**src/design/nrpn_pkg.sv**
```systemverilog
// nrpn_pkg: shared types and controller numbers for the nrpn sequence detector
// no dependencies; imported by the result item interface, the top level, its checker and the bench
`default_nettype none

package nrpn_pkg;

	// controller numbers that take part in a sequence
	localparam logic [6:0] CC_NRPN_MSB = 7'd99;
	localparam logic [6:0] CC_NRPN_LSB = 7'd98;
	localparam logic [6:0] CC_DATA_MSB = 7'd6;
	localparam logic [6:0] CC_DATA_LSB = 7'd38;
	localparam logic [6:0] CC_INC      = 7'd96;
	localparam logic [6:0] CC_DEC      = 7'd97;

	// result kind codes
	typedef enum logic [1:0] {
		KIND_FWD   = 2'd0,
		KIND_INC   = 2'd1,
		KIND_DEC   = 2'd2,
		KIND_ENTRY = 2'd3
	} kind_t;

	// position within a sequence
	typedef enum logic [3:0] {
		ST_IDLE      = 4'b0001,
		ST_ONE_PARAM = 4'b0010,
		ST_TWO_PARAM = 4'b0100,
		ST_ENTRY_MSB = 4'b1000
	} step_t;

endpackage

`default_nettype wire

```
**src/design/nrpn_if.sv**
```systemverilog
// nrpn_msg_if and nrpn_evt_if: valid/ready channels for input messages and result items
// depends on nrpn_pkg for the kind type
`default_nettype none

// decoded midi message channel
interface nrpn_msg_if;
	logic       valid;
	logic       ready;
	logic       is_control_change;
	logic [3:0] channel;
	logic [6:0] controller;
	logic [6:0] value;

	modport source (output valid, output is_control_change, output channel,
		output controller, output value, input ready);
	modport sink (input valid, input is_control_change, input channel,
		input controller, input value, output ready);
endinterface

// result item channel
interface nrpn_evt_if;
	import nrpn_pkg::*;
	logic        valid;
	logic        ready;
	kind_t       kind;
	logic [3:0]  out_channel;
	logic [13:0] number;
	logic [13:0] data;

	modport source (output valid, output kind, output out_channel, output number,
		output data, input ready);
	modport sink (input valid, input kind, input out_channel, input number,
		input data, output ready);
endinterface

`default_nettype wire

```
**src/design/nrpn_sequence_detector.sv**
```systemverilog
// nrpn_sequence_detector: a result item is shown the cycle after its input
// item is taken. throughput 1 item per cycle: the sequence state and the result register
// are both updated in a single pass, and a new item is taken whenever the result register
// is empty or being read. arst_n clears the filter enable, the sequence state, the
// parameter bytes and the result valid; a result still waiting at reset is dropped.
// depends on nrpn_pkg and the channel interfaces in nrpn_if.sv
`default_nettype none

module nrpn_sequence_detector
	import nrpn_pkg::*;
(
	input  wire logic   clk,
	input  wire logic   arst_n,
	input  wire logic   cfg_we,
	input  wire logic   cfg_wdata,
	nrpn_msg_if.sink    msg,
	nrpn_evt_if.source  evt
);

	logic        filter_en_q;
	step_t       step_q, step_d;
	logic [3:0]  seq_channel_q, seq_channel_d;
	logic [6:0]  param_msb_q, param_msb_d;
	logic [6:0]  param_lsb_q, param_lsb_d;
	logic [6:0]  entry_msb_q, entry_msb_d;

	logic        evt_valid_q;
	kind_t       kind_q, kind_d;
	logic [3:0]  out_channel_q, out_channel_d;
	logic [13:0] number_q, number_d;
	logic [13:0] data_q, data_d;

	logic        accept;
	logic        emit;
	logic        is_param;
	logic [13:0] pnum;

	// item handshake: take a new item while the result register is empty or drained
	assign msg.ready = !evt_valid_q || evt.ready;
	assign accept    = msg.valid && msg.ready;

	assign is_param = (msg.controller == CC_NRPN_MSB) || (msg.controller == CC_NRPN_LSB);
	assign pnum     = {param_msb_q, param_lsb_q};

	// sequence step and result selection
	always_comb begin
		step_d        = step_q;
		seq_channel_d = seq_channel_q;
		param_msb_d   = param_msb_q;
		param_lsb_d   = param_lsb_q;
		entry_msb_d   = entry_msb_q;
		emit          = 1'b1;
		kind_d        = KIND_FWD;
		out_channel_d = msg.channel;
		number_d      = {7'd0, msg.controller};
		data_d        = {7'd0, msg.value};

		if (filter_en_q && msg.is_control_change) begin
			if (step_q == ST_IDLE) begin
				// first parameter byte opens a sequence
				if (is_param) begin
					seq_channel_d = msg.channel;
					if (msg.controller == CC_NRPN_MSB) begin
						param_msb_d = msg.value;
					end else begin
						param_lsb_d = msg.value;
					end
					step_d = ST_ONE_PARAM;
					emit   = 1'b0;
				end
			end else if (seq_channel_q != msg.channel) begin
				// channel change drops the sequence
				step_d = ST_IDLE;
			end else begin
				unique case (step_q)
					ST_ONE_PARAM: begin
						if (is_param) begin
							if (msg.controller == CC_NRPN_MSB) begin
								param_msb_d = msg.value;
							end else begin
								param_lsb_d = msg.value;
							end
							step_d = ST_TWO_PARAM;
							emit   = 1'b0;
						end else begin
							step_d = ST_IDLE;
						end
					end
					ST_TWO_PARAM: begin
						step_d = ST_IDLE;
						priority if (msg.controller == CC_DATA_MSB) begin
							entry_msb_d = msg.value;
							step_d      = ST_ENTRY_MSB;
							emit        = 1'b0;
						end else if (msg.controller == CC_INC) begin
							kind_d        = KIND_INC;
							out_channel_d = seq_channel_q;
							number_d      = pnum;
						end else if (msg.controller == CC_DEC) begin
							kind_d        = KIND_DEC;
							out_channel_d = seq_channel_q;
							number_d      = pnum;
						end else begin
							kind_d = KIND_FWD;
						end
					end
					ST_ENTRY_MSB: begin
						step_d = ST_IDLE;
						if (msg.controller == CC_DATA_LSB) begin
							kind_d        = KIND_ENTRY;
							out_channel_d = seq_channel_q;
							number_d      = pnum;
							data_d        = {entry_msb_q, msg.value};
						end
					end
					default: begin
						step_d = ST_IDLE;
					end
				endcase
			end
		end
	end

	// filter enable register
	always_ff @(posedge clk or negedge arst_n) begin
		if (!arst_n) begin
			filter_en_q <= 1'b0;
		end else if (cfg_we) begin
			filter_en_q <= cfg_wdata;
		end
	end

	// sequence state, advanced on each taken item
	always_ff @(posedge clk or negedge arst_n) begin
		if (!arst_n) begin
			step_q        <= ST_IDLE;
			seq_channel_q <= 4'd0;
			param_msb_q   <= 7'd0;
			param_lsb_q   <= 7'd0;
			entry_msb_q   <= 7'd0;
		end else if (accept) begin
			step_q        <= step_d;
			seq_channel_q <= seq_channel_d;
			param_msb_q   <= param_msb_d;
			param_lsb_q   <= param_lsb_d;
			entry_msb_q   <= entry_msb_d;
		end
	end

	// result valid
	always_ff @(posedge clk or negedge arst_n) begin
		if (!arst_n) begin
			evt_valid_q <= 1'b0;
		end else if (accept) begin
			evt_valid_q <= emit;
		end else if (evt.ready) begin
			evt_valid_q <= 1'b0;
		end
	end

	// result payload
	always_ff @(posedge clk) begin
		if (accept && emit) begin
			kind_q        <= kind_d;
			out_channel_q <= out_channel_d;
			number_q      <= number_d;
			data_q        <= data_d;
		end
	end

	assign evt.valid       = evt_valid_q;
	assign evt.kind        = kind_q;
	assign evt.out_channel = out_channel_q;
	assign evt.number      = number_q;
	assign evt.data        = data_q;

endmodule

`default_nettype wire

```
**src/flat_wrapper.sv**
```systemverilog
// flat-port wrapper written by rule: the top's interface ports become plain ports
module nrpn_sequence_detector_flat import nrpn_pkg::*;
  (clk, arst_n, cfg_we, cfg_wdata, msg_valid, msg_is_control_change, msg_channel, msg_controller, msg_value, msg_ready, evt_valid, evt_kind, evt_out_channel, evt_number, evt_data, evt_ready);
  nrpn_msg_if msg_i ();
  nrpn_evt_if evt_i ();
  input  wire logic clk;
  input  wire logic arst_n;
  input  wire logic cfg_we;
  input  wire logic cfg_wdata;
  input wire logic [$bits(msg_i.valid)-1:0] msg_valid;
  input wire logic [$bits(msg_i.is_control_change)-1:0] msg_is_control_change;
  input wire logic [$bits(msg_i.channel)-1:0] msg_channel;
  input wire logic [$bits(msg_i.controller)-1:0] msg_controller;
  input wire logic [$bits(msg_i.value)-1:0] msg_value;
  output wire logic [$bits(msg_i.ready)-1:0] msg_ready;
  output wire logic [$bits(evt_i.valid)-1:0] evt_valid;
  output wire logic [$bits(evt_i.kind)-1:0] evt_kind;
  output wire logic [$bits(evt_i.out_channel)-1:0] evt_out_channel;
  output wire logic [$bits(evt_i.number)-1:0] evt_number;
  output wire logic [$bits(evt_i.data)-1:0] evt_data;
  input wire logic [$bits(evt_i.ready)-1:0] evt_ready;
  assign msg_i.valid = msg_valid;
  assign msg_i.is_control_change = msg_is_control_change;
  assign msg_i.channel = msg_channel;
  assign msg_i.controller = msg_controller;
  assign msg_i.value = msg_value;
  assign msg_ready = msg_i.ready;
  assign evt_valid = evt_i.valid;
  assign evt_kind = evt_i.kind;
  assign evt_out_channel = evt_i.out_channel;
  assign evt_number = evt_i.number;
  assign evt_data = evt_i.data;
  assign evt_i.ready = evt_ready;
  nrpn_sequence_detector u_core (.clk(clk), .arst_n(arst_n), .cfg_we(cfg_we), .cfg_wdata(cfg_wdata), .msg(msg_i), .evt(evt_i));
endmodule
```
**config.mk**
```make
export PLATFORM = sky130hd
export DESIGN_NAME = nrpn_sequence_detector_flat
export DESIGN_NICKNAME = d
export VERILOG_FILES = /design/src/design/nrpn_pkg.sv /design/src/design/nrpn_if.sv /design/src/design/nrpn_sequence_detector.sv /design/src/flat_wrapper.sv
export SDC_FILE = /design/constraint.sdc
export NUM_CORES = 1
export LEC_CHECK = 0
export ABC_AREA = 0
export BUFFER_PORTS_ARGS = -buffer_cell sky130_fd_sc_hd__buf_2
export CAP_MARGIN = 20
export CORE_ASPECT_RATIO = 1.25
export CORE_UTILIZATION = 40
export DETAILED_ROUTE_END_ITERATION = 10
export GPL_ROUTABILITY_DRIVEN = 0
export PLACE_DENSITY_LB_ADDON = 0.2
export SYNTH_ARGS = -nofsm -noshare
export SYNTH_HDL_FRONTEND = slang
export SYNTH_SLANG_ARGS = --single-unit
```
**constraint.sdc**
```tcl
create_clock -name clk -period 5.4 [get_ports clk]
set_input_delay 0.54 -clock clk [delete_from_list [all_inputs] [get_ports clk]]
set_output_delay 0.54 -clock clk [all_outputs]
set_load 0.01 [all_outputs]
```
==> run summary <==
Of all nets on the critical path, the largest fanout is 22. STA puts the critical path data required time at 5.41 ns. Hold is met by 0.250 ns. The internal portion of the total power is 766 µW. The clock network accounts for 35.7% of the total power. For this run, asynchronously set or reset flops after synthesis account for 47.7%. Setup repair after global routing left no endpoint under its margin. Buffers inserted during clock tree synthesis total 9. Among all flip-flop cells after synthesis, the most frequent one is sky130_fd_sc_hd__edfxtp_1.

The tools report the total nets after synthesis as 215. Counting I/O delays and the setup requirement, the final critical path takes 2.88 ns. For the total I/O pin count, the log shows 61. Yosys mapped a number of flops with a built-in enable equal to 34. The initial utilization of the core area, before any placement, comes to 42.0%. The synthesized cell area was 2790 µm². The worst setup path is captured at a register.

The worst endpoint data arrival time came out at 2.89 ns. The area of the die came out at 7310 µm². For this run, the detailed router's first-pass iteration total came to 4. Actual transition at the worst max-transition pin: 1.06 ns.

Among all stages on the critical path, the largest delay is contributed by sky130_fd_sc_hd__dfstp_2. Net switching is 24.6% of the power. The tree is rooted in a sky130_fd_sc_hd__clkbuf_8. The first global-routing pass estimated 8.74 mm of wire. The cell with the most instances after synthesis is sky130_fd_sc_hd__edfxtp_1. The number of slew-limit violations in the final report came out at 0.

The run gives 5.45 mm as the total routed wirelength. The run gives 33 as the total number of placement rows. Counting the fill cells in the layout gives 602. Sequential cells were found to cover 64.5% of the synthesized design area. The logs give 55.3% for the sequential fraction of design power and 3.86 mm for the post-detailed-placement half-perimeter wirelength. The clock transition at the registers of the reported paths is 0.07 ns, and the number of I/O port buffers is 60. Across every metal layer, demand over resource in global routing totals 16.3%. The reported max-cap violation count is 0, and the period utilization is 53.3%. The logs give 0 for the initial antenna violation count and 0 for the number of endpoints with negative hold slack in the final report. For the total negative setup slack, the log shows 0 ns. The hold buffer count at CTS is 0, and the count of different cell masters after synthesis is 44. By area the synthesized netlist is led by sky130_fd_sc_hd__edfxtp_1 37%, sky130_fd_sc_hd__dfrtp_1 27%, sky130_fd_sc_hd__mux2_2 10%. The part of the total power dissipated in combinational logic was 8.9%.

In this run the vertical extent of the chip is 95.4 µm. The maximum number of buffers from clock root to sink came out at 2. Using the TritonRoute via totals, the vias-per-cell ratio works out to 5.02.

The relative max-transition margin was 29.0%; the share of cells above drive strength 1 was 44.2%. The routed length per placed instance is 15.7 µm, and the remaining routing DRC violations is 0. Entering global routing, the biggest net connects 32 pins. The delay of the slowest cell on the worst path came out at 0.61 ns.

The tools report the number of inserted diodes as 0. Clock skew on the completed layout was measured at 0.00775 ns. The net count of the finished layout is 280. Gates resized during post-CTS repair numbered 0. Yosys synthesis warning count: 0. The number of post-CTS setup repair buffers came out at 0. A synthesized cell averages 14.7 µm². The count of vias placed by the detailed router is 1743, and the post-synthesis sequential element count is 65. From synthesis to final layout, the design area changed by 19.8%. The switching power was 250 µW. Broken down by cell family, the worst path's largest delay share belongs to simple AND/OR/NAND/NOR gates. Based on the critical path, the design can be clocked at up to 347 MHz. The clock net in this run drives a total of 65 sinks.

The synthesized design spends more area on one cell type than any other, namely sky130_fd_sc_hd__edfxtp_1. Ranked by instance count, the synthesized netlist is headed by 34 x sky130_fd_sc_hd__edfxtp_1, 30 x sky130_fd_sc_hd__dfrtp_1, 26 x sky130_fd_sc_hd__mux2_2. The worst setup path is launched from a register. In this run the remaining antenna-violating nets after routing total 0. TritonCTS built the clock tree. The flow ran to the end, and the final reports show no timing, DRC or antenna violations. The total overflow left after global routing is 0.

Setup violations remaining at the end of the flow were counted as 0. The setup path with the least slack is of type reg -> reg. The maximum vdd drop is 0.148 mV, and the H-tree depth is 3. The standard cell core area was 6650 µm²; the leakage power was 0.00142 µW. In this run the power density over the cells is 304 nW/µm².

The die width is 76.7 µm. After the first detailed-routing iteration, the DRC count stood at 70. The worst path buffer plus inverter count is 1. For the worst-skew pair, the clock arrives at the later sink with an insertion delay of 0.34 ns. For the number of instances in the synthesized netlist, the log shows 190. The number of global-route vias before repair was 1718. The critical path goes through or4b_4, nand3_2, or2_2, o21ai_0, nor2_2, buf_4.

The area share of the largest cell type after synthesis was 36.6%. The worst hold path belongs to the class in -> async.
## power groups by stage
stage	combinational, µW	sequential (µW)	clock (µW)
after CTS	92.1	562	372
after detailed placement	91.7	572	0
final	90.8	562	363
after floorplan	45.2	578	0
after global placement	91.7	571	0
after global routing	101	565	395
## flip-flops by register name, summed over array words and instances (netlist names), 2 cells and up
register / count
u_core.param_lsb_q: 7
u_core.step_q: 4
u_core.seq_channel_q: 4
u_core.entry_msb_q: 7
u_core.evt.number: 14
u_core.evt.kind: 2
u_core.param_msb_q: 7
u_core.evt.out_channel: 4
u_core.evt.data: 14
## per-stage QoR
step                cells  power (µW)  utilization, %  worst slack, ns  instance area (µm²)
finish                347        1020            50.3             2.52                 3340
global route          347        1060            50.3             2.32                 3340
CTS                   347        1030            50.3             2.48                 3340
detailed placement    331         664            47.6             2.50                 3170
global placement      331         663            47.6             2.48                 3170
floorplan             190         623               -             1.90                 2790
## final timing paths
check,startpoint,to,slack (ns),depth (start not counted)
worst max-delay path,u_core.step_q[0],u_core.evt.number[0],2.52,6
worst min-delay path,arst_n,u_core.filter_en_q,0.25,1
worst max register to register,u_core.step_q[0],u_core.evt.number[0],2.52,6
worst min register to register,u_core.entry_msb_q[1],u_core.entry_msb_q[1],0.50,1
max in group asynchronous,arst_n,u_core.entry_msb_q[2],4.69,1
min in group clk,msg_channel[3],u_core.evt.out_channel[3],0.42,1
## cell type report
class	count	area [µm²]	area share, %
well taps	87	109	3.26
repair buffers	61	308	9.21
clock buffers	12	145	4.34
multi-input cells	115	941	28.2
inverters	3	11.3	0.337
clock inverters	4	28.8	0.861
flip-flops and latches	65	1800	53.8
## placed cells by master (no fill, tap or decap), types with 3 or more instances in the layout
| cell type | Yosys | layout |
|---|---|---|
| sky130_fd_sc_hd__buf_2 | 0 | 60 |
| sky130_fd_sc_hd__nand4_1 | 3 | 3 |
| sky130_fd_sc_hd__edfxtp_1 | 34 | 34 |
| sky130_fd_sc_hd__nor4b_4 | 3 | 3 |
| sky130_fd_sc_hd__nand3_1 | 3 | 3 |
| sky130_fd_sc_hd__nand2_1 | 7 | 7 |
| sky130_fd_sc_hd__nor2_1 | 9 | 8 |
| sky130_fd_sc_hd__dfrtp_1 | 30 | 30 |
| sky130_fd_sc_hd__a21oi_1 | 5 | 5 |
| sky130_fd_sc_hd__xnor2_1 | 4 | 4 |
| sky130_fd_sc_hd__clkbuf_8 | 0 | 10 |
| sky130_fd_sc_hd__o21ai_0 | 6 | 6 |
| sky130_fd_sc_hd__mux2_2 | 26 | 26 |
| sky130_fd_sc_hd__inv_1 | 3 | 3 |
| sky130_fd_sc_hd__and2_1 | 14 | 14 |
## layer usage
metal / track usage, % / vias to the layer above / part of all wire [%]
met4: 11.2 / 0 / 2.3
met3: 3.64 / 12 / 4.4
met1: 19.9 / 834 / 45
li1: - / 839 / -
met5: 0 / - / 0
met2: 26.0 / 58 / 49
## cell families after synthesis
family          Yosys count  synth area share [%]
xor+xnor                  4                  1.26
flops                    65                  64.5
buf+inv                  10                  1.88
compound gates           26                  6.24
simple gates             59                  15.7
mux                      26                  10.5
No activity file was read; power rests on OpenSTA's default activity.
